==> config.mk <==
export PLATFORM = sky130hd
export DESIGN_NAME = wgb_blur
export DESIGN_NICKNAME = d
export VERILOG_FILES = /design/src/rtl/wgb_pkg.sv /design/src/rtl/wgb_blur.sv
export SDC_FILE = /design/constraint.sdc
export NUM_CORES = 1
export LEC_CHECK = 0
export ABC_AREA = 0
export ABC_CLOCK_PERIOD_IN_PS = 6800
export BUFFER_PORTS_ARGS = -buffer_cell sky130_fd_sc_hd__buf_2
export CORE_ASPECT_RATIO = 1.2
export CORE_MARGIN = 3
export CORE_UTILIZATION = 40
export CTS_CLUSTER_SIZE = 28
export DETAILED_ROUTE_END_ITERATION = 7
export PLACE_DENSITY_LB_ADDON = 0.08
export SLEW_MARGIN = 25
export SYNTH_ARGS = -nofsm -noshare
export SYNTH_HDL_FRONTEND = slang
export SYNTH_SLANG_ARGS = --single-unit
==> constraint.sdc <==
create_clock -name clk -period 6.8 [get_ports clk]
set_input_delay 2.04 -clock clk [delete_from_list [all_inputs] [get_ports clk]]
set_output_delay 2.04 -clock clk [all_outputs]
set_load 0.02 [all_outputs]
==> src/rtl/wgb_pkg.sv <==
// shared widths, register indexes and window type of the gray blur
`default_nettype none
package wgb_pkg;

	localparam int PIX_W          = 8;
	localparam int GRAY_W         = 24;
	localparam int NB_N           = 9;

	localparam int CFG_WIDTH_W    = 11;
	localparam int CFG_HEIGHT_W   = 13;
	localparam int CFG_DATA_W     = 13;
	localparam int CFG_IDX_W      = 1;

	localparam logic [CFG_IDX_W-1:0] REG_IMAGE_WIDTH  = 1'b0;
	localparam logic [CFG_IDX_W-1:0] REG_IMAGE_HEIGHT = 1'b1;

	localparam logic [CFG_WIDTH_W-1:0]  WIDTH_RESET  = 11'd640;
	localparam logic [CFG_HEIGHT_W-1:0] HEIGHT_RESET = 13'd480;

	localparam int MAX_WIDTH_DEF  = 1024;
	localparam int MAX_HEIGHT_DEF = 4096;

	// 3x3 neighborhood in raster order, top-left first, edges already zeroed
	typedef struct packed {
		logic [NB_N-1:0][PIX_W-1:0] nb;
		logic                       eof;
	} wgb_win_t;

endpackage
`default_nettype wire

==> src/rtl/wgb_blur.sv <==
// weighted sum, division by 129 and gray output register of the blur
`default_nettype none
module wgb_blur (
	input  wire logic                          clk,
	input  wire logic                          arst_n,
	input  wire logic                          win_valid,
	output logic                               win_ready,
	input  wire wgb_pkg::wgb_win_t             win_data,
	output logic                               m_tvalid,
	input  wire logic                          m_tready,
	output logic      [wgb_pkg::GRAY_W-1:0]    m_tdata,
	output logic                               m_tlast
);
	import wgb_pkg::*;

	localparam int                SUM_W       = 16;
	localparam int                RECIP_SHIFT = 23;
	localparam logic [31:0]       RECIP_129   = 32'd65029;

	// x*205 >> 10 is exact x/5 and >> 12 exact x/20 for any byte
	function automatic logic [5:0] div5(input logic [PIX_W-1:0] x);
		logic [15:0] t;
		t = 16'(x) * 16'd205;
		return t[15:10];
	endfunction

	function automatic logic [3:0] div20(input logic [PIX_W-1:0] x);
		logic [15:0] t;
		t = 16'(x) * 16'd205;
		return t[15:12];
	endfunction

	logic [SUM_W-1:0] sum;
	logic [SUM_W-1:0] sum_s2;
	logic             eof_s2;
	logic             v_s2;
	logic             ready_s2;
	logic             ready_out;
	logic [31:0]      prod;
	logic [PIX_W-1:0] gray;
	logic             m_tvalid_q;
	logic [GRAY_W-1:0] m_tdata_q;
	logic             m_tlast_q;

	always_comb begin
		sum = {1'b0, win_data.nb[4], 7'b0};
		sum = sum + SUM_W'(div5(win_data.nb[1])) + SUM_W'(div5(win_data.nb[3]))
			+ SUM_W'(div5(win_data.nb[5])) + SUM_W'(div5(win_data.nb[7]));
		sum = sum + SUM_W'(div20(win_data.nb[0])) + SUM_W'(div20(win_data.nb[2]))
			+ SUM_W'(div20(win_data.nb[6])) + SUM_W'(div20(win_data.nb[8]));
	end

	// sum stays below 63072, where the reciprocal gives the exact quotient
	assign prod = 32'(sum_s2) * RECIP_129;
	assign gray = prod[RECIP_SHIFT +: PIX_W];

	assign ready_out = !m_tvalid_q || m_tready;
	assign ready_s2  = !v_s2 || ready_out;
	assign win_ready = !win_valid || ready_s2;

	always_ff @(posedge clk or negedge arst_n) begin
		if (!arst_n) begin
			v_s2       <= 1'b0;
			m_tvalid_q <= 1'b0;
		end else begin
			if (ready_s2) begin
				v_s2 <= win_valid;
			end
			if (ready_out) begin
				m_tvalid_q <= v_s2;
			end
		end
	end

	always_ff @(posedge clk) begin
		if (win_valid && ready_s2) begin
			sum_s2 <= sum;
			eof_s2 <= win_data.eof;
		end
		if (v_s2 && ready_out) begin
			m_tdata_q <= {gray, gray, gray};
			m_tlast_q <= eof_s2;
		end
	end

	assign m_tvalid = m_tvalid_q;
	assign m_tdata  = m_tdata_q;
	assign m_tlast  = m_tlast_q;

endmodule
`default_nettype wire

# Yosys cells after proc, flatten, opt, wreduce, memory -nomap -nowiden
# Cells that the tools add are included.
[word_totals] regBits=44 in_bits=77 output_inout_bits=27 word_cells=31
[classes] addsub=8 multipliers=9 reduce_logical=8
[ops] operator="$mul 8x8->16 const B" count=8
[ops] operator="$add 16x4->16" count=4
[ops] operator="$add 16x6->16" count=3
[ops] operator="$mul 16x16->31 const B" count=1
[ops] operator="$add 15x6->16" count=1
[ops] operator="$logic_not 1->1" count=3
[ops] operator="$logic_or 1x1->1" count=3
[ops] operator="$logic_and 1x1->1" count=2

# Logic depth before layout (Yosys ltp)
# Gate-level depths: netlist of run 1.
[logic_depth] depth_word=9 mapped_depth=32 mapped_depth_nobuf=32

# Worst setup path after synthesis of run 1
# OpenSTA, ideal clock, no wires.
[synth_timing] path_kind="input port to flip-flop" from="input win_data[22] (netlist bit)" to="register sum_s2[14], data pin" setup_ns=0.267 arrival_ns=8.996 required_time_ns=6.533 slack_ns=-2.463 stages=27 n_path_buf=0 cell_sequence="ha_1 inv_1 fa_1 fa_1 fa_1 inv_1 ha_1 a21o_1 a21o_1 a21oi_1 o21ai_0 a31o_2 a2111oi_0 nor3_1 fa_1 fa_1 fa_1 fa_1 inv_1 fa_1 a21o_1 a21oi_1 o21bai_1 a21oi_1 o21ba_2 nor3b_1 xor2_1"
[synth_via] elab_chain_cells=4
[synth_lines] item="start: declaration" line_no="wgb_blur.sv:8" text="input wire wgb_pkg::wgb_win_t win_data,"
[synth_lines] item="$mul 8x8->16" line_no="wgb_blur.sv:29" text="t = 16'(x) * 16'd205;"
[synth_lines] item="$add 16x4->16" line_no="wgb_blur.sv:49" text="sum = sum + SUM_W'(div20(win_data.nb[0])) + SUM_W'(div20(win_data.nb[2]))"
[synth_lines] item="$add 16x4->16 (2 in series)" line_no="wgb_blur.sv:50" text="+ SUM_W'(div20(win_data.nb[6])) + SUM_W'(div20(win_data.nb[8]));"
[synth_lines] item="net sum[14]" line_no="wgb_blur.sv:33" text="logic [SUM_W-1:0] sum;"
[synth_lines] item="end signal: assignment" line_no="wgb_blur.sv:77" text="sum_s2 <= sum;"
[synth_lines] item="end: declaration" line_no="wgb_blur.sv:34" text="logic [SUM_W-1:0] sum_s2;"
# The timed path passes the listed nets, and every way through them passes these cells.
# A chain may end at the register's enable or synchronous reset.

# Worst setup path in the final report of run 1
[layout_timing] from="input win_data[26] (netlist bit)" to="register sum_s2[12], data pin"
[layout_via] elab_chain_cells=8
[layout_lines] item="$mul 8x8->16" line_no="wgb_blur.sv:23" text="t = 16'(x) * 16'd205;"
[layout_lines] item="$add 16x6->16" line_no="wgb_blur.sv:47" text="sum = sum + SUM_W'(div5(win_data.nb[1])) + SUM_W'(div5(win_data.nb[3]))"
[layout_lines] item="$add 16x6->16 (2 in series)" line_no="wgb_blur.sv:48" text="+ SUM_W'(div5(win_data.nb[5])) + SUM_W'(div5(win_data.nb[7]));"
[layout_lines] item="$add 16x4->16 (2 in series)" line_no="wgb_blur.sv:49"
[layout_lines] item="$add 16x4->16 (2 in series)" line_no="wgb_blur.sv:50"
[layout_lines] item="net sum[12]" line_no="wgb_blur.sv:33"
# The timed path passes the listed nets, and every way through them passes these cells.

==> metrics, run 1 <==
status=finished with violations; violated checks=setup timing; Die Ht=210 um; DRC=0; Hold Path Depth=0; path type of the worst setup path=input port to flip-flop; die area=0.0371 sq mm; Slew headroom=0.498; Root Buffer Master=clkbuf_16; worst r2r src=sum_s2[3]$_DFFE_PP_; sequential share of the synthesized area=0.0596; total gr overflow=0; Post-synth ARST share=0.0714; cells after synthesis=1367; Worst Skew=8.82 ps; FF-to-FF End=m_tdata[15]$_DFFE_PP_; Layout Cells excl Fill=2135; average size of a mapped cell=10.2 sq um; R2R setup slack=1060 ps; period utilization=1.30; Post-synth EDFFs=26; FMAX=0.113 GHz; Hold Startpoint=eof_s2$_DFFE_PP_; Die Width=176 um; DR pass1 iterations=4; actual slew at the worst max-slew pin=753 ps; vias in the first global route=10951; Hold EP=m_tlast$_DFFE_PP_; row count=74; post-layout min period=8820 ps; CTS tree=done; final hold violations=0; Yosys warnings=0; Initial Util=0.408; H-tree Lvls=1; Area Growth Syn to Fin=23.5%; first-pass GRT wire length=48100 um; Max Cap Viol=0; core area=0.0342 sq mm; input/output buffers=103; synth unique cells=54; hold_buf cts=0; initial antenna violation count=2; synthesized area=0.0139 sq mm; Wirelength per Cell=12.6 um; crit path max fanout=3; placed insts=2120; fin worst setup slack=-2020 ps; Worst-path clk slew=70 ps; Routed WL=26900 um; GRT Util Overall=0.153; Layout Nets=2396; CP required=6810 ps; worst min-delay path category=flip-flop to flip-flop; Slew Viols, Final=0; RSZ-0062 raised after global routing=yes; r2r worst-path depth=16; I/O pin cnt=104; Worst Setup End Kind=flip-flop; DR vias=9975; post-route antenna net violation count=0; Post-synth top flop=edfxtp_1; #FFs+latches synth=28; Startpoint Class=input port; clk sinks=28; FILL cells=3201; syn nets=2085; total area of sequential cells=831 sq um; later-pin clock latency in the skew report=270 ps; Final GP Congestion=0.821; area taken by multi-input logic gates=0.0122 sq mm; layout cell share with drive strength beyond 1=0.249; DR iter-0 viols=100; final setup vio count=15; vias per cell=4.67; Arrival @ worst endpoint=8840 ps; largest net degree at the start of global routing=18; hpwl dp=25600 um; clock buffer depth=2; total CTS buffers=3
[state kept, by name (all words and copies together) (netlist names)]
signal,flops
m_tvalid,1
eof_s2,1
sum_s2,16
m_tlast,1
m_tdata,8
v_s2,1
[kinds of logic (layout without fill, tap and decap cells)]
logic type / Yosys count / after routing / share of synthesized area
AO/OA/AOI/OAI: 147 / 147 / 0.0753
adder cells (fa/ha/maj): 641 / 641 / 0.672
flip-flops: 28 / 28 / 0.0596
XOR/XNOR: 78 / 78 / 0.0490
other: 0 / 2 / 0
buffers and inverters: 364 / 674 / 0.102
AND/OR/NAND/NOR: 109 / 109 / 0.0420
[timing repair]
item	in CTS	in global routing
endpoints found under the setup margin	15	15
pin swaps	29	34
gates resized for setup	41	36
endpoints found under the hold margin	0	0
buffers inserted	10	5
[layout by cell type (no fill, tap or decap), drive strengths merged, types with 4 or more instances in the layout]
cell type / Yosys / final
a31oi: 6 / 6
a31o: 10 / 10
a2111oi: 5 / 5
o2111ai: 4 / 4
a21oi: 43 / 43
inv: 348 / 348
o211ai: 8 / 8
and3: 9 / 9
or3: 5 / 5
nand2: 21 / 21
nand4: 7 / 7
xnor2: 51 / 51
ha: 462 / 462
nor3: 11 / 11
o21bai: 6 / 6
buf: 16 / 322
nor2: 16 / 16
nor2b: 6 / 6
a21o: 19 / 19
fa: 179 / 179
o21ai: 23 / 23
xor2: 27 / 27
nand3: 11 / 11
edfxtp: 26 / 26
and2: 5 / 5
nand2b: 7 / 7
[through the flow]
| step | worst slack, ps | hold WS (ps) | area (sq um) | setup TNS [ps] | util |
|---|---|---|---|---|---|
| global route | -2320 | 437 | 17200 | -27510 | 0.504 |
| global placement | -2350 | 422 | 16700 | -28810 | 0.488 |
| floorplan | -1960 | 400 | 14100 | -22620 | - |
| finish | -2020 | 433 | 17200 | -24020 | 0.504 |
| detailed placement | -2490 | 414 | 16700 | -30600 | 0.488 |
| CTS | -2070 | 432 | 17000 | -24210 | 0.498 |
[synthesized netlist by cell type, types with 16 or more instances]
cell type  count  area, sq um
ha_1         462         5780
a21oi_1       41          205
nand2_1       21         78.8
buf_4         16          120
edfxtp_1      26          781
fa_1         179         3580
a21o_1        19          143
o21ai_0       21          105
xnor2_1       51          447
inv_1        348         1310
nor2_1        16         60.1
xor2_1        27          236
[routing by layer]
layer,routed length (um),track usage,up-vias
met5,0,0,-
met1,11700,0.187,4768
met4,140,0.0173,0
met3,279,0.00631,8
met2,14900,0.305,63
li1,-,-,5136
[area by class of cell]
type | count | share of cell area
flip-flops and latches | 28 | 0.0483
repair buffers | 322 | 0.129
diodes | 2 | 0.000291
clock inverters | 1 | 0.000218
well taps | 456 | 0.0331
clock buffers | 3 | 0.00436
inverters | 348 | 0.0759
multi-input cells | 975 | 0.709
[worst max-delay path by stage]
stage / to / start / slack [ps]
after floorplan: sum_s2[14]$_DFFE_PP_ / win_data[19] / -1960
after global placement: sum_s2[14]$_DFFE_PP_ / win_data[19] / -2350
after detailed placement: sum_s2[14]$_DFFE_PP_ / win_data[63] / -2490
after CTS: sum_s2[14]$_DFFE_PP_ / win_data[27] / -2070
after global routing: sum_s2[12]$_DFFE_PP_ / win_data[26] / -2320
final: sum_s2[12]$_DFFE_PP_ / win_data[26] / -2020
[worst max-delay path, cell delays in order]
cell      delay, ps
buf_8           100
ha_4            230
xor2_1          160
ha_1            290
fa_1            510
inv_1            50
fa_1            470
inv_1            40
ha_2            160
or3_4           360
o211ai_1        240
nand2_1         110
a311o_1         350
buf_4           160
xnor2_4         130
fa_1            580
fa_1            440
fa_1            480
fa_1            510
inv_2            50
fa_2            380
a21o_1          200
a21oi_2         150
o21bai_1         80
a21oi_2         160
o21ba_4         180
nor3b_2          50
xor2_1          160
Power of run 1 is not shown: default switching activity piles up to over one toggle a cycle in this logic, so the estimate is an artifact.
==> run 2, diff against run 1 <==
--- a/config.mk
+++ b/config.mk
@@ -10,7 +10,7 @@
 export BUFFER_PORTS_ARGS = -buffer_cell sky130_fd_sc_hd__buf_2
 export CORE_ASPECT_RATIO = 1.2
 export CORE_MARGIN = 3
-export CORE_UTILIZATION = 40
+export CORE_UTILIZATION = 60
 export CTS_CLUSTER_SIZE = 28
 export DETAILED_ROUTE_END_ITERATION = 7
 export PLACE_DENSITY_LB_ADDON = 0.08
==> metrics, run 2 (synthesis gave the netlist of run 1 again) <==
Hold Path Depth=0 (unchanged); core area=0.0227 sq mm (was 0.0342 sq mm); Layout Cells excl Fill=1989 (was 2135); final setup vio count=15 (unchanged); Root Buffer Master=clkbuf_16 (unchanged); Worst-path clk slew=70 ps (about the same); Slew Viols, Final=0 (unchanged); fin worst setup slack=-2010 ps (was -2020 ps); Routed WL=26800 um (was 26900 um); H-tree Lvls=1 (unchanged); Hold Startpoint=eof_s2$_DFFE_PP_ (unchanged); Wirelength per Cell=13.5 um (was 12.6 um); total CTS buffers=3 (unchanged); final hold violations=0 (unchanged); GRT Util Overall=0.218 (was 0.153); Die Width=145 um (was 176 um); DR vias=10101 (was 9975); total gr overflow=0 (unchanged); Arrival @ worst endpoint=8830 ps (was 8840 ps); total area of sequential cells=831 sq um (unchanged); R2R setup slack=1000 ps (was 1060 ps); Initial Util=0.615 (was 0.408); die area=0.0251 sq mm (was 0.0371 sq mm); Die Ht=173 um (was 210 um); actual slew at the worst max-slew pin=788 ps (was 753 ps); area taken by multi-input logic gates=0.0123 sq mm (was 0.0122 sq mm); FF-to-FF End=m_tdata[15]$_DFFE_PP_ (unchanged); Final TNS setup=-23880 ps (was -24020 ps); first-pass GRT wire length=47300 um (was 48100 um); Worst Setup End Kind=flip-flop (unchanged); r2r worst-path depth=16 (unchanged); most frequent cells in the layout=441 x ha_1, 335 x inv_1, 221 x buf_4 (was 447 x ha_1, 338 x inv_1, 219 x buf_4); later-pin clock latency in the skew report=270 ps (about the same); DRC=0 (unchanged); layout cell share with drive strength beyond 1=0.257 (was 0.249); vias per cell=5.08 (was 4.67); I/O pin cnt=104 (unchanged); worst r2r src=sum_s2[2]$_DFFE_PP_ (was sum_s2[3]$_DFFE_PP_); Startpoint Class=input port (unchanged); input/output buffers=103 (unchanged); initial antenna violation count=0 (was 2); largest net degree at the start of global routing=18 (unchanged); path type of the worst setup path=input port to flip-flop (unchanged); Final GP Congestion=0.873 (was 0.821); vias in the first global route=11131 (was 10951); Area Growth Syn to Fin=23.0% (was 23.5%); FMAX=0.114 GHz (was 0.113 GHz); Hold EP=m_tlast$_DFFE_PP_ (unchanged); RSZ-0062 raised after global routing=yes (unchanged); max FFs per register=16 (unchanged); Layout Nets=2398 (was 2396); post-layout min period=8810 ps (was 8820 ps); Max Cap Viol=0 (unchanged); clk sinks=28 (unchanged); Top reg by flops=sum_s2 (unchanged); clock buffer depth=2 (unchanged); post-route antenna net violation count=0 (unchanged); status=finished with violations (unchanged); DR iter-0 viols=230 (was 100); CTS tree=done (unchanged); period utilization=1.30 (about the same); placed insts=1969 (was 2120); Worst Skew=3.32 ps (was 8.82 ps); row count=60 (was 74); violated checks=setup timing (unchanged); hpwl dp=24500 um (was 25600 um); FILL cells=1672 (was 3201); # diodes=0 (was 2); CP required=6820 ps (was 6810 ps); most common cell after layout, fill and taps aside=ha_1 (unchanged); crit path max fanout=4 (was 3); pre-CTS setup slack=-2400 ps (was -2490 ps); Slew headroom=0.474 (was 0.498); DR pass1 iterations=4 (unchanged); worst min-delay path category=flip-flop to flip-flop (unchanged)
[run 2: cell count changes in the layout (fill, tap and decap cells not counted), sizes merged]
| cell | change |
|---|---|
| clkinv | -1 |
| bufinv | +1 |
| diode | -2 |
| buf | +2 |
[run 2: worst max-delay path by stage]
| stage | startpoint | to | slack [ps] | cells past startpoint |
|---|---|---|---|---|
| 6_report | win_data[18] | sum_s2[10]$_DFFE_PP_ | -2010 | 28 |
| 5_1_grt | win_data[18] | sum_s2[10]$_DFFE_PP_ | -2240 | 28 |
| 4_1_cts | win_data[2] | sum_s2[12]$_DFFE_PP_ | -2000 | 31 |
| 3_5_place_dp | win_data[63] | sum_s2[14]$_DFFE_PP_ | -2400 | 28 |
| 3_3_place_gp | win_data[19] | sum_s2[14]$_DFFE_PP_ | -2280 | 28 |
| 2_1_floorplan | win_data[19] | sum_s2[14]$_DFFE_PP_ | -1960 | 27 |
[run 2: area by class of cell]
class / count / area share
sequential: 28 / 0.0484
multi-input combinational: 975 / 0.716
inverter: 348 / 0.0765
tap: 310 / 0.0226
timing repair buffer: 324 / 0.131
clock buffer: 3 / 0.00438
clock inverter: 1 / 0.00175
[run 2: per-layer routing]
metal	track usage	vias up	wire [um]
met5	0	-	0
met4	0.0325	0	314
met3	0.00891	25	321
met2	0.441	85	15100
met1	0.260	4849	11000
li1	-	5142	-
[run 2: repair_timing]
| item | CTS | global route |
|---|---|---|
| setup endpoints to repair | 15 | 15 |
| hold buffers | 0 | 0 |
| gates resized for setup | 40 | 53 |
| buffers inserted | 12 | 6 |
| pin swaps | 43 | 41 |
| hold endpoints to repair | 0 | 0 |
[run 2: critical path: stages]
cell and delay [ps]:
buf_2 120, ha_4 260, inv_2 30, fa_1 510, fa_1 430, fa_1 490
inv_1 60, ha_4 220, a21o_1 160, a21o_1 170, a21oi_2 140, o21ai_2 80
a31o_2 250, a2111oi_4 370, nor3_2 90, fa_1 500, fa_1 430, fa_1 500
fa_1 560, inv_2 60, fa_2 380, a21o_1 180, a21oi_2 140, o21bai_1 90
a21oi_2 160, o21ba_4 180, nand2b_4 140, xnor2_2 70
[run 2: through the flow]
stage / utilization / hold slack [ps] / area, sq um
detailed placement: 0.725 / 417 / 16400
CTS: 0.743 / 434 / 16800
global route: 0.757 / 442 / 17200
floorplan: - / 400 / 14100
finish: 0.757 / 431 / 17200
global placement: 0.725 / 413 / 16400
Power of run 2 is left out for the same reason.
==> run 3, diff against run 2 <==
--- a/config.mk
+++ b/config.mk
@@ -14,6 +14,8 @@
 export CTS_CLUSTER_SIZE = 28
 export DETAILED_ROUTE_END_ITERATION = 7
 export PLACE_DENSITY_LB_ADDON = 0.08
+export RECOVER_POWER = 100
+export SKIP_LAST_GASP = 1
 export SLEW_MARGIN = 25
 export SYNTH_ARGS = -nofsm -noshare
 export SYNTH_HDL_FRONTEND = slang
==> metrics, run 3 (synthesis gave the netlist of run 1 again) <==
CP most frequent cell=fa_1 (unchanged); Worst Setup End Kind=flip-flop (unchanged); most frequent cells in the layout=439 x ha_1, 332 x inv_1, 218 x buf_4 (was 441 x ha_1, 335 x inv_1, 221 x buf_4); Worst Skew=4.24 ps (was 3.32 ps); DR iter-0 viols=226 (was 230); largest net degree at the start of global routing=18 (unchanged); clock buffer depth=2 (unchanged); hold_buf cts=0 (unchanged); worst min-delay path category=flip-flop to flip-flop (unchanged); violated checks=setup timing (unchanged); Max Cap Viol=0 (unchanged); input/output buffers=103 (unchanged); Routed WL=27000 um (was 26800 um); Root Buffer Master=clkbuf_16 (unchanged); total CTS buffers=3 (unchanged); Layout Cells excl Fill=1985 (was 1989); WL met3=407 um (was 321 um); I/O pin cnt=104 (unchanged); core area=0.0227 sq mm (unchanged); layout cell share with drive strength beyond 1=0.241 (was 0.257); Layout Nets=2394 (was 2398); crit-path max cell delay=600 ps (was 560 ps); CTS tree=done (unchanged); WHS=432 ps (was 431 ps); later-pin clock latency in the skew report=270 ps (about the same); Die Width=145 um (unchanged); Initial Util=0.615 (unchanged); die area=0.0251 sq mm (unchanged); path type of the worst setup path=input port to flip-flop (unchanged); actual slew at the worst max-slew pin=1130 ps (was 788 ps); vias in the first global route=11082 (was 11131); Wirelength per Cell=13.6 um (was 13.5 um); total gr overflow=0 (unchanged); Worst-path clk slew=70 ps (about the same); first-pass GRT wire length=47000 um (was 47300 um); most common cell after layout, fill and taps aside=ha_1 (unchanged); CP required=6820 ps (about the same); slowest CP cell=fa_1 (unchanged); critical path buffer and inverter count=4 (unchanged); DRC=0 (unchanged); DR vias=10104 (was 10101); status=finished with violations (unchanged); fin worst setup slack=-2090 ps (was -2010 ps); metal2 WL=15200 um (was 15100 um); initial antenna violation count=0 (unchanged); hpwl dp=24500 um (unchanged); post-layout min period=8890 ps (was 8810 ps); vias per cell=5.09 (was 5.08); clk sinks=28 (unchanged); period utilization=1.31 (was 1.30); max FFs per register=16 (unchanged); uppermost layer routed=met4 (unchanged); Slew headroom=0.249 (was 0.474); final setup vio count=15 (unchanged); Slew Viols, Final=0 (unchanged); post-route antenna net violation count=0 (unchanged); row count=60 (unchanged); placed insts=1969 (unchanged); Die Ht=173 um (unchanged); FMAX=0.113 GHz (was 0.114 GHz); Post-Place Cell Area=0.0164 sq mm (unchanged); H-tree Lvls=1 (unchanged); # diodes=0 (unchanged); DR pass1 iterations=4 (unchanged); Final GP Congestion=0.873 (unchanged); Final TNS setup=-24670 ps (was -23880 ps); CP top delay family=adder cells (unchanged); met1 wire length=11000 um (about the same); GRT Util Overall=0.217 (was 0.218); design area=0.0171 sq mm (was 0.0172 sq mm); final hold violations=0 (unchanged); crit path max fanout=4 (unchanged); Startpoint Class=input port (unchanged); Arrival @ worst endpoint=8900 ps (was 8830 ps); RSZ-0062 raised after global routing=yes (unchanged); Area Growth Syn to Fin=22.7% (was 23.0%); Top reg by flops=sum_s2 (unchanged)
## run 3: layer usage
layer	vias up	global-route usage
met5	-	0
met4	0	0.0325
met3	29	0.00891
met2	95	0.438
met1	4846	0.259
li1	5134	-
## run 3: final timing paths
| path | from | endpoint | slack [ps] | cells after the start |
|---|---|---|---|---|
| max in group asynchronous | arst_n | m_tvalid$_DFFE_PN0P_ | 5140 | 1 |
| min in group asynchronous | arst_n | v_s2$_DFFE_PN0P_ | 1540 | 1 |
| max reg2reg | sum_s2[2]$_DFFE_PP_ | m_tdata[15]$_DFFE_PP_ | 640 | 16 |
| min | eof_s2$_DFFE_PP_ | m_tlast$_DFFE_PP_ | 430 | 0 |
| min reg2reg | eof_s2$_DFFE_PP_ | m_tlast$_DFFE_PP_ | 430 | 0 |
| max | win_data[18] | sum_s2[10]$_DFFE_PP_ | -2090 | 28 |
## run 3: repair_timing
item / CTS / global route
setup endpoints to repair: 15 / 15
setup buffers: 12 / 6
hold endpoints to repair: 0 / 0
pin swaps: 43 / 53
resized for setup: 36 / 69
## run 3: layout make-up
| cell class | instances | area [sq um] |
|---|---|---|
| clock inverters | 1 | 30.0 |
| fillers | 1679 | 5570 |
| clock buffers | 3 | 75.1 |
| flip-flops and latches | 28 | 831 |
| multi-input cells | 975 | 12300 |
| repair buffers | 320 | 2190 |
| inverters | 348 | 1310 |
| well taps | 310 | 388 |
## run 3: metrics by stage
stage | setup slack, ps | utilization
2_1_floorplan | -1960 | -
3_3_place_gp | -2280 | 0.725
3_5_place_dp | -2400 | 0.725
4_1_cts | -2000 | 0.742
5_1_grt | -2330 | 0.755
6_report | -2090 | 0.755
Power of run 3 is left out for the same reason.
