===== src/rtl/wgb_pkg.sv =====
// shared widths, register indexes and window type of the gray blur
`default_nettype none
package wgb_pkg;

	localparam int PIX_W          = 8;
	localparam int GRAY_W         = 24;
	localparam int NB_N           = 9;

	localparam int CFG_WIDTH_W    = 11;
	localparam int CFG_HEIGHT_W   = 13;
	localparam int CFG_DATA_W     = 13;
	localparam int CFG_IDX_W      = 1;

	localparam logic [CFG_IDX_W-1:0] REG_IMAGE_WIDTH  = 1'b0;
	localparam logic [CFG_IDX_W-1:0] REG_IMAGE_HEIGHT = 1'b1;

	localparam logic [CFG_WIDTH_W-1:0]  WIDTH_RESET  = 11'd640;
	localparam logic [CFG_HEIGHT_W-1:0] HEIGHT_RESET = 13'd480;

	localparam int MAX_WIDTH_DEF  = 1024;
	localparam int MAX_HEIGHT_DEF = 4096;

	// 3x3 neighborhood in raster order, top-left first, edges already zeroed
	typedef struct packed {
		logic [NB_N-1:0][PIX_W-1:0] nb;
		logic                       eof;
	} wgb_win_t;

endpackage
`default_nettype wire


===== src/rtl/wgb_front.sv =====
// raster position, window columns and neighborhood selection of the gray blur
`default_nettype none
module wgb_front #(
	parameter int MAX_WIDTH  = wgb_pkg::MAX_WIDTH_DEF,
	parameter int MAX_HEIGHT = wgb_pkg::MAX_HEIGHT_DEF
) (
	input  wire logic                                clk,
	input  wire logic                                arst_n,
	input  wire logic [wgb_pkg::CFG_WIDTH_W-1:0]     image_width,
	input  wire logic [wgb_pkg::CFG_HEIGHT_W-1:0]    image_height,
	input  wire logic                                hold,
	input  wire logic                                in_valid,
	output logic                                     in_ready,
	input  wire logic [wgb_pkg::PIX_W-1:0]           pixel,
	input  wire logic                                pad,
	input  wire logic [wgb_pkg::PIX_W-1:0]           above_rdata,
	input  wire logic [wgb_pkg::PIX_W-1:0]           mid_rdata,
	output logic                                     mem_we,
	output logic      [$clog2(MAX_WIDTH)-1:0]        mem_waddr,
	output logic      [$clog2(MAX_WIDTH)-1:0]        mem_raddr,
	output logic      [wgb_pkg::PIX_W-1:0]           above_wdata,
	output logic      [wgb_pkg::PIX_W-1:0]           mid_wdata,
	input  wire logic                                win_ready,
	output logic                                     win_valid,
	output wgb_pkg::wgb_win_t                        win_data
);
	import wgb_pkg::*;

	localparam int CW = $clog2(MAX_WIDTH);
	localparam int WW = $clog2(MAX_WIDTH + 1);
	localparam int HW = $clog2(MAX_HEIGHT + 1);
	localparam int RW = $clog2(MAX_HEIGHT + 3);

	typedef struct packed {
		logic [CW-1:0] col;
		logic [RW-1:0] row;
	} pos_t;

	// stale column wraps to the next line, past the flush tail restarts the frame
	function automatic pos_t norm_pos(input pos_t p, input logic [WW-1:0] wv,
			input logic [RW-1:0] h1);
		pos_t          r;
		logic [CW-1:0] c;
		logic [RW-1:0] rw;
		c  = p.col;
		rw = p.row;
		if (WW'(p.col) >= wv) begin
			c  = '0;
			rw = p.row + RW'(1);
		end
		if ((rw > h1) || ((rw == h1) && (c != '0))) begin
			c  = '0;
			rw = '0;
		end
		r.col = c;
		r.row = rw;
		return r;
	endfunction

	logic [WW-1:0]    w;
	logic [HW-1:0]    h;
	logic [WW-1:0]    wm1;
	logic [RW-1:0]    h1;
	logic [RW-1:0]    hm1;
	pos_t             pos_q;
	pos_t             cur;
	pos_t             raw_n;
	pos_t             nxt;
	logic [WW-1:0]    cx1;
	logic [CW-1:0]    ox;
	logic [RW-1:0]    oy;
	logic             emit;
	logic             eof;
	logic             accept;
	logic [PIX_W-1:0] p;
	logic [PIX_W-1:0] rt_top;
	logic [PIX_W-1:0] rt_mid;
	logic [PIX_W-1:0] rt_bot;
	logic [PIX_W-1:0] win_q [6];
	wgb_win_t         win_n;
	wgb_win_t         win_s1;
	logic             v_s1;

	always_comb begin
		if (32'(image_width) > 32'(MAX_WIDTH)) begin
			w = WW'(MAX_WIDTH);
		end else if (image_width < CFG_WIDTH_W'(2)) begin
			w = WW'(2);
		end else begin
			w = WW'(image_width);
		end
		if (32'(image_height) > 32'(MAX_HEIGHT)) begin
			h = HW'(MAX_HEIGHT);
		end else if (image_height < CFG_HEIGHT_W'(2)) begin
			h = HW'(2);
		end else begin
			h = HW'(image_height);
		end
	end

	assign wm1 = w - WW'(1);
	assign h1  = RW'(h) + RW'(1);
	assign hm1 = RW'(h) - RW'(1);

	assign in_ready = !hold && win_ready;
	assign accept   = in_valid && in_ready;
	assign p        = pad ? '0 : pixel;

	always_comb begin
		cur  = norm_pos(pos_q, w, h1);
		cx1  = WW'(cur.col) + WW'(1);
		emit = (cur.row >= RW'(2)) || ((cur.row == RW'(1)) && (cur.col != '0));

		// output sits one pixel back, or at the end of the line before last
		if (cur.col != '0) begin
			ox     = cur.col - CW'(1);
			oy     = cur.row - RW'(1);
			rt_top = above_rdata;
			rt_mid = mid_rdata;
			rt_bot = p;
		end else begin
			ox     = CW'(wm1);
			oy     = cur.row - RW'(2);
			rt_top = '0;
			rt_mid = '0;
			rt_bot = '0;
		end

		win_n.nb[0] = win_q[0];
		win_n.nb[1] = win_q[3];
		win_n.nb[2] = rt_top;
		win_n.nb[3] = win_q[1];
		win_n.nb[4] = win_q[4];
		win_n.nb[5] = rt_mid;
		win_n.nb[6] = win_q[2];
		win_n.nb[7] = win_q[5];
		win_n.nb[8] = rt_bot;
		if (ox == '0) begin
			win_n.nb[0] = '0;
			win_n.nb[3] = '0;
			win_n.nb[6] = '0;
		end
		if (WW'(ox) >= wm1) begin
			win_n.nb[2] = '0;
			win_n.nb[5] = '0;
			win_n.nb[8] = '0;
		end
		if (oy == '0) begin
			win_n.nb[0] = '0;
			win_n.nb[1] = '0;
			win_n.nb[2] = '0;
		end
		if (oy >= hm1) begin
			win_n.nb[6] = '0;
			win_n.nb[7] = '0;
			win_n.nb[8] = '0;
		end
		eof       = (WW'(ox) == wm1) && (oy == hm1);
		win_n.eof = eof;

		if (cx1 >= w) begin
			raw_n.col = '0;
			raw_n.row = cur.row + RW'(1);
		end else begin
			raw_n.col = CW'(cx1);
			raw_n.row = cur.row;
		end
		if (emit && eof) begin
			raw_n.col = '0;
			raw_n.row = '0;
		end
		nxt = norm_pos(raw_n, w, h1);
	end

	// line stores read ahead at the column the next beat will use
	assign mem_we      = accept;
	assign mem_waddr   = cur.col;
	assign mem_raddr   = accept ? nxt.col : cur.col;
	assign above_wdata = mid_rdata;
	assign mid_wdata   = p;

	always_ff @(posedge clk or negedge arst_n) begin
		if (!arst_n) begin
			pos_q <= '0;
			for (int i = 0; i < 6; i++) begin
				win_q[i] <= '0;
			end
		end else if (accept) begin
			pos_q    <= raw_n;
			win_q[0] <= win_q[3];
			win_q[1] <= win_q[4];
			win_q[2] <= win_q[5];
			win_q[3] <= above_rdata;
			win_q[4] <= mid_rdata;
			win_q[5] <= p;
		end
	end

	always_ff @(posedge clk or negedge arst_n) begin
		if (!arst_n) begin
			v_s1 <= 1'b0;
		end else if (accept) begin
			v_s1 <= emit;
		end else if (win_ready) begin
			v_s1 <= 1'b0;
		end
	end

	always_ff @(posedge clk) begin
		if (accept && emit) begin
			win_s1 <= win_n;
		end
	end

	assign win_valid = v_s1;
	assign win_data  = win_s1;

endmodule
`default_nettype wire


===== config.mk =====
export PLATFORM = sky130hd
export DESIGN_NAME = wgb_front
export DESIGN_NICKNAME = d
export VERILOG_FILES = /design/src/rtl/wgb_pkg.sv /design/src/rtl/wgb_front.sv
export SDC_FILE = /design/constraint.sdc
export NUM_CORES = 1
export LEC_CHECK = 0
export BUFFER_PORTS_ARGS = -buffer_cell sky130_fd_sc_hd__clkbuf_2
export CAP_MARGIN = 10
export CORE_UTILIZATION = 54
export CTS_CLUSTER_DIAMETER = 100
export DETAILED_ROUTE_END_ITERATION = 7
export GPL_TIMING_DRIVEN = 0
export PLACE_DENSITY = 0.79
export SLEW_MARGIN = 5
export SYNTH_ARGS = -nofsm -noshare
export SYNTH_HDL_FRONTEND = slang
export SYNTH_SLANG_ARGS = --single-unit

===== constraint.sdc =====
create_clock -name clk -period 15 [get_ports clk]
set_input_delay 1.5 -clock clk [delete_from_list [all_inputs] [get_ports clk]]
set_output_delay 1.5 -clock clk [all_outputs]
set_load 0.01 [all_outputs]

# Yosys cells after proc, flatten, opt, wreduce, memory -nomap -nowiden
# Index checks and enable logic that the tools add are counted.
# word_totals
output_inout_bits	112
memories	0
register_bits	145
mem_bits_ro	0
mem_bits_rw	0
latch_bits	0
# classes
n_addsub	10
mux	19
n_div	0
bitwise	1
shift	0
order_cmp	12
n_reduce_logical	23
eq_ne	5
mul	0
# op_table
cell	n
$mux W13	6
$mux W10	6
$add A13 B1 Y13 const B	4
$mux W23	2
$eq A13 B13 Y1	3
$ge A10 B11 Y1	3
$reduce_bool A10 Y1	3
$gt A13 B13 Y1	2
$sub A13 B1 Y13 const B	2
$mux W11	2
$eq A13 B1 Y1 const B	1
$ge A13 B13 Y1	1
$ge A13 B2 Y1 const B	1
$gt A13 B13 Y1 const B	1
$logic_not A13 Y1	1
$lt A13 B2 Y1 const B	1
$sub A13 B2 Y13 const B	1
$add A10 B1 Y11 const B	1
$eq A10 B11 Y1	1
$ge A11 B11 Y1	1
$gt A11 B11 Y1 const B	1
$lt A11 B2 Y1 const B	1
$sub A11 B1 Y11 const B	1
$logic_not A10 Y1	1
other kinds (10)	23

# Depth between registers and ports, before layout
# Gate-level depths: netlist of run 1.
# depth
ltp_word	22
ltp_mapped	61
depth_no_buf	57

# Least setup slack after synthesis of run 1
# No wires, ideal clock.
# synth_timing
path_type	input-to-output
start	input port image_width[7] in the netlist's numbering
end	output port mem_raddr[1]
path_slack_ps	-284
arrival_time_ps	13784
t_required_ps	13500
path_buffers	8
path_stages	60
path_cell_list	or3_1 or3_1 or3_1 o311ai_1 inv_1 ha_1 nor2b_1 o21a_1 o21ai_1 buf_4 a311oi_1 inv_1 ha_1 nand3_1 nor4_1 a211oi_1 a31oi_1 nor2_1 (+24 left out) a21oi_1 o21ai_0 nand2_1 a221oi_1 and4bb_2 nand4b_1 nor4_1 mux2i_1 ha_1 nand2_1 nor4_1 nand3_1 nor3b_1 o2111ai_1 a211oi_2 and2_1 buf_2 a22o_1
# synth_lines
item	line	source
start: declaration	wgb_front.sv:9	input wire logic [wgb_pkg::CFG_WIDTH_W-1:0] image_width,
end: declaration	wgb_front.sv:20	output logic [$clog2(MAX_WIDTH)-1:0] mem_raddr,

==> results of run 1 <==
==> worst reg2reg max path, delay by kind of cell (launching register included) <==
| family | cells | cell delay (ps) |
|---|---|---|
| AO/OA/AOI/OAI | 15 | 2760 |
| flip-flops | 1 | 620 |
| AND/OR/NAND/NOR | 11 | 1880 |
| adder cells (fa/ha/maj) | 4 | 1140 |
| buffers and inverters | 8 | 1630 |
==> logic make-up (layout without fill, tap and decap cells) <==
| logic type | count (synthesis) | count (layout) | share of synthesized area |
|---|---|---|---|
| xor+xnor | 50 | 50 | 0.0389 |
| fa+ha+maj | 93 | 93 | 0.0963 |
| flops | 145 | 145 | 0.331 |
| simple gates | 617 | 617 | 0.252 |
| mux | 16 | 16 | 0.0148 |
| buf+inv | 154 | 440 | 0.0572 |
| compound gates | 348 | 348 | 0.210 |
==> registers in the layout (all words and copies together), names as in the netlist <==
signal and count:
win_q 40, win_valid 1, win_n 8, win_data 73
pos_q 23
==> worst min path at each step <==
| stage | startpoint | to | slack (ps) |
|---|---|---|---|
| 2_1_floorplan | win_q[32]$_DFFE_PN0P_ | win_q[32]$_DFFE_PN0P_ | 440 |
| 3_3_place_gp | win_q[37]$_DFFE_PN0P_ | win_q[37]$_DFFE_PN0P_ | 450 |
| 3_5_place_dp | win_q[32]$_DFFE_PN0P_ | win_q[32]$_DFFE_PN0P_ | 460 |
| 6_report | win_q[32]$_DFFE_PN0P_ | win_q[32]$_DFFE_PN0P_ | 470 |
| 4_1_cts | win_n[40]$_DFFE_PN0P_ | win_data[40]$_DFFE_PP_ | 480 |
| 5_1_grt | win_n[36]$_DFFE_PN0P_ | win_data[36]$_DFFE_PP_ | 490 |
==> routing by layer <==
layer  global-route usage  part of all wire  vias to the layer above
met5                    0                 0                        -
met4                0.185             0.052                        0
met3               0.0754              0.10                      174
met2                0.562              0.46                      804
met1                0.439              0.38                     5962
li1                     -                 -                     5734
==> per-stage QoR <==
step                      instance area (sq um)  TNS (ps)  total power, mW
final                                     15500     -6930             2.29
after global routing                      15500     -9320             2.40
after CTS                                 15100     -3530             2.16
after detailed placement                  13300    -47810             1.59
after global placement                    13300    -45550             1.56
after floorplan                           12100         0             1.30
==> power groups by stage <==
stage | combinational (mW) | clock, mW | sequential [mW]
final | 1.33 | 0.429 | 0.531
after CTS | 1.20 | 0.431 | 0.529
after detailed placement | 1.05 | 0 | 0.535
after floorplan | 0.759 | 0 | 0.538
after global placement | 1.02 | 0 | 0.536
after global routing | 1.42 | 0.445 | 0.536
==> cells in the mapped netlist (all sizes together) (26+ instances only) <==
| cell type | count | area (sq um) |
|---|---|---|
| and3 | 26 | 163 |
| o21ai | 83 | 430 |
| a21oi | 70 | 448 |
| dfrtp | 72 | 1800 |
| buf | 37 | 251 |
| edfxtp | 73 | 2190 |
| nor4 | 27 | 203 |
| nor2 | 102 | 383 |
| inv | 73 | 274 |
| nand2 | 235 | 882 |
| clkbuf | 44 | 165 |
| ha | 93 | 1160 |
| nand3 | 44 | 220 |
| nor3 | 45 | 245 |
==> timing repair <==
action	CTS	global route
endpoints found under the setup margin	10	10
cloned	0	0
pin swaps	63	60
resized for setup	135	57
buffers inserted	69	24
==> cell type report <==
class,count,area [sq um]
repair buffers,258,1630
well taps,280,350
plain buffers,77,457
multi-input cells,1124,8130
inverters,73,288
flip-flops and latches,145,3990
clock inverters,15,190
clock buffers,17,425
fillers,1656,6430
==> key figures, run 1 <==
Status
  • Status: finished with violations
  • Failing checks: negative setup slack

Setup path
  • Reg2Reg Depth: 38
  • Top delay family on crit path: simple AND/OR/NAND/NOR gates
  • Arrival @ worst endpoint: 14220 ps
  • CP max stage delay: 550 ps
  • Critical path endpoint: mem_raddr[2]
  • CP required: around 14000 ps
  • Worst r2r src: pos_q[19]$_DFFE_PN0P_
  • Reg2reg setup slack: 6730 ps
  • Setup CP Type: in -> out
  • Crit-path slowest cell: nor4_4
  • Worst path depth: 62
  • CP bufs+invs: 11
  • Crit-path max FO: 10
  • Worst reg2reg endpoint: win_data[69]$_SDFFCE_PP0P_
  • Startpoint Class: input port
  • Critical Path Start: image_width[6]
  • CP endpoint kind: output pin

Pwr
  • Worst VDD drop: 99.7 uV
  • PwrDens: between 100 and 150 mW/mm^2
  • Clock power share: 0.188
  • Combinational share of power: 0.580
  • Int Power: around 1.3 mW
  • Psw: just over 1 mW
  • Switching share of total power: 0.451
  • Static Leak: 6.83 nW
  • Flop pwr share: 0.232

STA
  • Hold Worst Slack: 475 ps
  • Worst Skew: between 10 and 15 ps
  • Setup violators final: 10
  • Worst slew pin tran: 1060 ps
  • Tcrit/Tclk final: 1.05
  • Fin worst setup slack: -724 ps
  • Unrepaired setup endpoints after global routing: true
  • Slew margin rel.: 0.285
  • Slew Viols, Final: 0
  • Crit path time final: 15720 ps
  • Hold Fails Final Rpt: 0
  • Max Clock Freq: around 64 MHz

Synth
  • Syn Inst Count: 1423
  • #FFs+latches synth: 145
  • Sequential fraction of the synthesis area: 0.331
  • Yosys warning count: 0
  • Synth Net Count: 1570
  • Post-synth EDFFs: 73
  • Main flop type after synthesis: edfxtp_1
  • Mapped Area: approximately 0.012 sq mm
  • Mapped Avg Cell Area: between 8 and 9 sq um
  • Ys async rst share: 0.497
  • Distinct cell type count of the synthesized netlist: 96

Floorplan
  • Core Area: 0.0219 sq mm
  • Horiz. Die Dim: roughly 150 um
  • Die area: 0.0230 sq mm
  • Num rows: 54
  • IO Pins: 166
  • Die Y: 152 um
  • Initial Util: 0.552

Placement
  • Inst Count DP: between 1500 and 2000
  • Placer Congestion: slightly above 1
  • Pre-CTS setup slack: -4870 ps
  • DP HPWL: 29400 um
  • I/O Buffers: 162

Finish
  • Most common cell after layout, fill and taps aside: nand2_1
  • Most frequent cells in the layout: nand2_1 (226), clkbuf_2 (155), buf_4 (100)
  • Share of cells above drive strength 1: 0.295
  • Final core occ: 0.706
  • Final net count: 1843
  • Area grow syn2layout: 28.0%
  • Ant. Diodes: 0
  • Non-filler cells, final: 1989

Clocking
  • CTS buffer count: 17
  • CTS Root Cell: clkbuf_16
  • TritonCTS clock tree: built
  • Clk slew on worst S/H paths: 70 ps
  • Max Root-Sink Buffers: 2
  • Worst-skew pair later-pin latency: 440 ps
  • CTS Hold Bufs: 0
  • Sink Count: 145
  • H-tree levels: 4

Drt
  • Vias: 12674
  • # DRC: 0
  • Drt wl/cell: just over 20 um
  • Drt total wl: 40800 um
  • DRT Pass-1 Iters: 5
  • 1st-iter DRT viols: ~1400
  • Via density: 6.37
  • Final ANT Viol Nets: 0

Global route
  • Total track usage: 0.349
  • GRT Residual Overflow: 0
  • First-pass GRT wire length: 61500 um
  • Vias in the first global route: 11771
  • Largest net degree at the start of global routing: 50
  • Initial antenna violation count: 0

Worst hold path
  • Worst hold path class: reg -> reg
  • Hold path cells: 2

Flow run
  • Maxcap violations: 0
No activity file was read; power rests on OpenSTA's default activity.
==> run 2: changes to the inputs <==
--- a/config.mk
+++ b/config.mk
@@ -5,14 +5,13 @@
 export SDC_FILE = /design/constraint.sdc
 export NUM_CORES = 1
 export LEC_CHECK = 0
+export ABC_AREA = 1
 export BUFFER_PORTS_ARGS = -buffer_cell sky130_fd_sc_hd__clkbuf_2
 export CAP_MARGIN = 10
-export CORE_UTILIZATION = 54
+export CORE_UTILIZATION = 38
 export CTS_CLUSTER_DIAMETER = 100
 export DETAILED_ROUTE_END_ITERATION = 7
 export GPL_TIMING_DRIVEN = 0
-export PLACE_DENSITY = 0.79
-export SLEW_MARGIN = 5
 export SYNTH_ARGS = -nofsm -noshare
 export SYNTH_HDL_FRONTEND = slang
 export SYNTH_SLANG_ARGS = --single-unit
==> key figures, run 2 <==
Setup path
  • CP required: 13500 ps
  • Startpoint Class: input port
  • Crit-path slowest cell: xor2_1
  • Crit-path max FO: 10
  • CP endpoint kind: output pin
  • Setup CP Type: in -> out
  • CP max stage delay: 410 ps
  • Cell repeated most along the worst path: inv_1
  • Arrival @ worst endpoint: 12670 ps

Placement
  • Inst Count DP: roughly 2000
  • Placer Congestion: 0.995
  • Pre-CTS setup slack: -502 ps
  • DP HPWL: 26600 um
  • I/O Buffers: around 160

Synth
  • Commonest cells in the netlist: nand2_1 (383), inv_1 (217), nor2_1 (163)
  • Mapped Area: 0.0113 sq mm
  • Ys async rst share: 0.497
  • Mapped Avg Cell Area: 7.53 sq um
  • Most common cell in the netlist: nand2_1
  • Syn Inst Count: ~1500
  • Post-synth EDFFs: 73
  • Area share of the largest cell type after synthesis: 0.195
  • Sequential fraction of the synthesis area: 0.355
  • Main flop type after synthesis: edfxtp_1
  • Synth Net Count: 1642
  • Largest area contributor in the netlist: edfxtp_1
  • Yosys warning count: 0
  • Synth area leaders: edfxtp_1 (19%), dfrtp_1 (16%), nand2_1 (13%)
  • Distinct cell type count of the synthesized netlist: 56
  • #FFs+latches synth: 145

Clocking
  • Worst-skew pair later-pin latency: around 420 ps
  • CTS buffer count: 17
  • Clk slew on worst S/H paths: 60 ps
  • H-tree levels: 4
  • Sink Count: 145
  • TritonCTS clock tree: built
  • CTS Root Cell: clkbuf_16
  • Max Root-Sink Buffers: 2

STA
  • Worst slew pin tran: 856 ps
  • Slew margin rel.: 0.425
  • Setup violators final: 0
  • Hold Fails Final Rpt: 0
  • Setup TNS: 0 ps
  • Crit path time final: 14170 ps
  • Fin worst setup slack: roughly 830 ps
  • Tcrit/Tclk final: 0.945
  • Worst Skew: 8.36 ps
  • Slew Viols, Final: 0
  • Max Clock Freq: 70.6 MHz

Global route
  • Vias in the first global route: 9632
  • Total track usage: 0.218
  • Initial antenna violation count: 0
  • GRT Residual Overflow: 0
  • First-pass GRT wire length: 51300 um
  • Largest net degree at the start of global routing: 73

Drt
  • Final ANT Viol Nets: 0
  • Vias: 10428
  • DRT Pass-1 Iters: 5
  • Via density: about 5
  • Drt total wl: 32900 um
  • Drt wl/cell: 15.7 um
  • 1st-iter DRT viols: between 800 and 900
  • # DRC: 0

Floorplan
  • Num rows: just over 60
  • Die Y: ~170 um
  • IO Pins: 166
  • Core Area: 0.0289 sq mm
  • Initial Util: 0.389
  • Die area: a little over 0.03 sq mm
  • Horiz. Die Dim: 174 um

Finish
  • Max reg flops: 73
  • Share of cells above drive strength 1: 0.194
  • Area grow syn2layout: 18.7%
  • Non-filler cells, final: 2087
  • Final net count: 1837
  • Fill count: 3002
  • Most common cell after layout, fill and taps aside: nand2_1
  • Most frequent cells in the layout: nand2_1 (383), inv_1 (215), nor2_1 (163)
  • Ant. Diodes: 0

Pwr
  • PwrDens: 239 mW/mm^2
  • Static Leak: just under 7 nW
  • Worst VDD drop: around 120 uV

Status
  • Status: complete, no violations

Worst hold path
  • Worst hold path class: reg -> reg

Flow run
  • Maxcap violations: 0
## run 2: cell count changes in the layout (fill, tap and decap cells not counted), sizes merged, moves of 22 or more
cell,before,now
inv,77,238
o21ai,83,107
buf,146,35
a21oi,70,31
nor2,102,187
xor2,25,54
and3,26,2
nand2,235,405
o21a,23,1
## run 2: worst max-delay path, delay by kind of cell
kind	cells	cell delay (ps)
and+or+nand+nor	33	4850
xor gates and xnor gates	2	660
buffers and inverters	18	2280
adders and majority gates	6	1680
AOI/OAI and AO/OA	9	1660
## run 2: repair_timing
item	in CTS	in global routing
resized for setup	3	11
pin swaps	0	2
endpoints found under the setup margin	10	10
setup buffers	2	10
hold buffers	0	0
## run 2: where the power goes
part	internal, mW	switching (mW)
Sequential	0.552	0.0493
Clock	0.261	0.163
Combinational	0.726	1.44
Total	1.54	1.65
## run 2: per-layer routing
layer | GRT usage | wire (um) | vias to the layer above
met4 | 0.0808 | 1130 | 0
li1 | - | - | 5202
met1 | 0.294 | 14900 | 4829
met2 | 0.349 | 15000 | 339
met5 | 0 | 0 | -
met3 | 0.0348 | 1790 | 58
## run 2: cell families (layout without fill, tap and decap cells)
logic type,after synthesis,in the layout,synth area share
AOI/OAI and AO/OA,164,164,0.0835
xor gates and xnor gates,70,70,0.0565
adders and majority gates,93,93,0.103
buffers and inverters,280,488,0.104
DFF,145,145,0.355
muxes,1,1,0.000889
and+or+nand+nor,742,742,0.296
## run 2: cell type report
| type | instances | area (sq um) | area share |
|---|---|---|---|
| clock inverters | 14 | 164 | 0.0123 |
| well taps | 384 | 480 | 0.0360 |
| inverters | 240 | 921 | 0.0689 |
| clock buffers | 18 | 429 | 0.0321 |
| plain buffers | 39 | 259 | 0.0194 |
| flip-flops and latches | 145 | 3990 | 0.299 |
| repair buffers | 177 | 963 | 0.0721 |
| multi-input cells | 1070 | 6150 | 0.460 |
## run 2: per-stage QoR
step	utilization	total power, mW	hold WS [ps]	cell area, sq um
6_report	0.462	3.19	477	13400
4_1_cts	0.457	3.14	481	13200
3_3_place_gp	0.434	2.66	461	12600
2_1_floorplan	-	2.12	447	11300
3_5_place_dp	0.436	2.70	462	12600
5_1_grt	0.462	3.50	491	13400
## run 2: worst paths after layout
path	slack, ps	start	end	cells after the start
min in group asynchronous	1040	arst_n	win_q[19]$_DFFE_PN0P_	1
setup reg to reg	7690	pos_q[21]$_DFFE_PN0P_	win_data[67]$_SDFFCE_PP0P_	36
max in group asynchronous	13390	arst_n	pos_q[17]$_DFFE_PN0P_	2
hold / removal	480	win_q[34]$_DFFE_PN0P_	win_q[34]$_DFFE_PN0P_	2
setup / recovery	830	image_width[6]	mem_raddr[7]	68
hold reg to reg	480	win_q[34]$_DFFE_PN0P_	win_q[34]$_DFFE_PN0P_	2
==> run 3: changes to the inputs <==
--- a/config.mk
+++ b/config.mk
@@ -9,6 +9,7 @@
 export BUFFER_PORTS_ARGS = -buffer_cell sky130_fd_sc_hd__clkbuf_2
 export CAP_MARGIN = 10
 export CORE_UTILIZATION = 38
+export CTS_BUF_LIST = sky130_fd_sc_hd__clkbuf_8
 export CTS_CLUSTER_DIAMETER = 100
 export DETAILED_ROUTE_END_ITERATION = 7
 export GPL_TIMING_DRIVEN = 0
==> key figures, run 3 (synthesized netlist as in run 2, its figures left out) <==
STA
  • Hold Fails Final Rpt: 0
  • Crit path time final: 14210 ps
  • Worst Skew: 8.38 ps
  • Setup TNS: 0 ps
  • Slew Viols, Final: 0
  • Setup violators final: 0
  • Worst slew pin tran: 909 ps
  • Hold Worst Slack: around 480 ps
  • Slew margin rel.: 0.389
  • Tcrit/Tclk final: 0.947
  • Max Clock Freq: between 70 and 80 MHz

Setup path
  • CP max stage delay: between 400 and 500 ps
  • Arrival @ worst endpoint: 12710 ps
  • Crit-path max FO: 10
  • Startpoint Class: input port
  • CP endpoint kind: output pin
  • CP required: approximately 14000 ps
  • Setup CP Type: in -> out
  • Crit-path slowest cell: xor2_1

Placement
  • I/O Buffers: 163
  • Area post-placement: 0.0126 sq mm
  • Placer Congestion: 0.995
  • DP HPWL: 26600 um

Global route
  • First-pass GRT wire length: 51200 um
  • Vias in the first global route: 9612
  • Largest net degree at the start of global routing: 73
  • Initial antenna violation count: 0
  • GRT Residual Overflow: 0
  • Total track usage: 0.217

Clocking
  • CTS Root Cell: clkbuf_8
  • Worst-skew pair later-pin latency: 450 ps
  • TritonCTS clock tree: built
  • Max Root-Sink Buffers: 2
  • CTS Hold Bufs: 0
  • Clk slew on worst S/H paths: 80 ps
  • Sink Count: 145
  • CTS buffer count: 17
  • H-tree levels: 4

Finish
  • Fill count: 3038
  • Most common cell after layout, fill and taps aside: nand2_1
  • Max reg flops: between 70 and 80
  • Final net count: ~1800
  • Share of cells above drive strength 1: 0.194
  • Ant. Diodes: 0
  • Flip-flop and latch area: roughly 0.004 sq mm
  • Final core occ: 0.455
  • Design area: 0.0132 sq mm
  • Most frequent cells in the layout: nand2_1 (383), inv_1 (216), nor2_1 (163)
  • Area grow syn2layout: 17.0%
  • Area of the multi-input gates: 0.00615 sq mm

Drt
  • # DRC: 0
  • Via density: roughly 5
  • Drt total wl: 32900 um
  • 1st-iter DRT viols: ~740
  • Drt wl/cell: 15.8 um
  • Vias: 10377
  • DRT Pass-1 Iters: 5
  • Final ANT Viol Nets: 0

Pwr
  • Worst VDD drop: 118 uV
  • Static Leak: 6.76 nW
  • PwrDens: 234 mW/mm^2

Floorplan
  • Initial Util: 0.389
  • Horiz. Die Dim: 174 um
  • IO Pins: 166
  • Die area: 0.0303 sq mm
  • Die Y: 174 um
  • Num rows: 62
  • Core Area: 0.0289 sq mm

Flow run
  • Maxcap violations: 0

Worst hold path
  • Worst hold path class: reg -> reg

Status
  • Status: complete, no violations
## run 3: changes by cell type in the layout (fill, tap and decap cells not counted), sizes merged
cell,change
clkbuf,-1
inv,+1
## run 3: what timing repair did
action                                  in CTS  in global routing
buffers inserted                             2                 10
hold endpoints to repair                     0                  0
gates resized for setup                      3                 11
endpoints found under the setup margin      10                 10
pin swaps                                    0                  2
## run 3: routing by layer
| metal | routed length, um | vias to the layer above | share of wire | track usage |
|---|---|---|---|---|
| met4 | 1140 | 0 | 0.035 | 0.0819 |
| met3 | 1890 | 64 | 0.057 | 0.0367 |
| li1 | - | 5197 | - | - |
| met5 | 0 | - | 0 | 0 |
| met2 | 15000 | 338 | 0.45 | 0.348 |
| met1 | 14900 | 4778 | 0.45 | 0.293 |
## run 3: power by group
part | switching (mW) | total [mW] | internal (mW)
clock | 0.151 | 0.314 | 0.163
sequential | 0.0493 | 0.600 | 0.551
combinational | 1.44 | 2.16 | 0.726
total | 1.64 | 3.08 | 1.44
## run 3: area by class of cell
| cell class | count | share of cell area |
|---|---|---|
| inverters | 240 | 0.0699 |
| clock inverters | 15 | 0.0127 |
| plain buffers | 39 | 0.0197 |
| well taps | 384 | 0.0365 |
| flip-flops and latches | 145 | 0.303 |
| multi-input cells | 1070 | 0.467 |
| clock buffers | 17 | 0.0178 |
| repair buffers | 177 | 0.0732 |
## run 3: through the flow
step	total power, mW	setup WS, ps	cells
4_1_cts	3.03	74.4	2077
6_report	3.08	789	2087
3_3_place_gp	2.66	-248	2042
5_1_grt	3.39	-60.5	2087
3_5_place_dp	2.70	-502	2044
2_1_floorplan	2.12	2990	1495
## run 3: worst max-delay path, delay by kind of cell
kind	cells	cell delay, ps
AO/OA/AOI/OAI	8	1490
XOR/XNOR	2	660
adder cells (fa/ha/maj)	6	1690
buffers and inverters	18	2240
AND/OR/NAND/NOR	34	5100
## run 3: final timing paths
| kind | from | cells past startpoint | endpoint | slack, ps |
|---|---|---|---|---|
| max | image_width[6] | 68 | mem_raddr[3] | 790 |
| min | win_q[39]$_DFFE_PN0P_ | 2 | win_q[39]$_DFFE_PN0P_ | 480 |
| max reg2reg | pos_q[21]$_DFFE_PN0P_ | 36 | win_data[67]$_SDFFCE_PP0P_ | 7670 |
| min reg2reg | win_q[39]$_DFFE_PN0P_ | 2 | win_q[39]$_DFFE_PN0P_ | 480 |
| max in group asynchronous | arst_n | 2 | win_q[35]$_DFFE_PN0P_ | 13420 |
| min in group asynchronous | arst_n | 1 | win_q[19]$_DFFE_PN0P_ | 1000 |
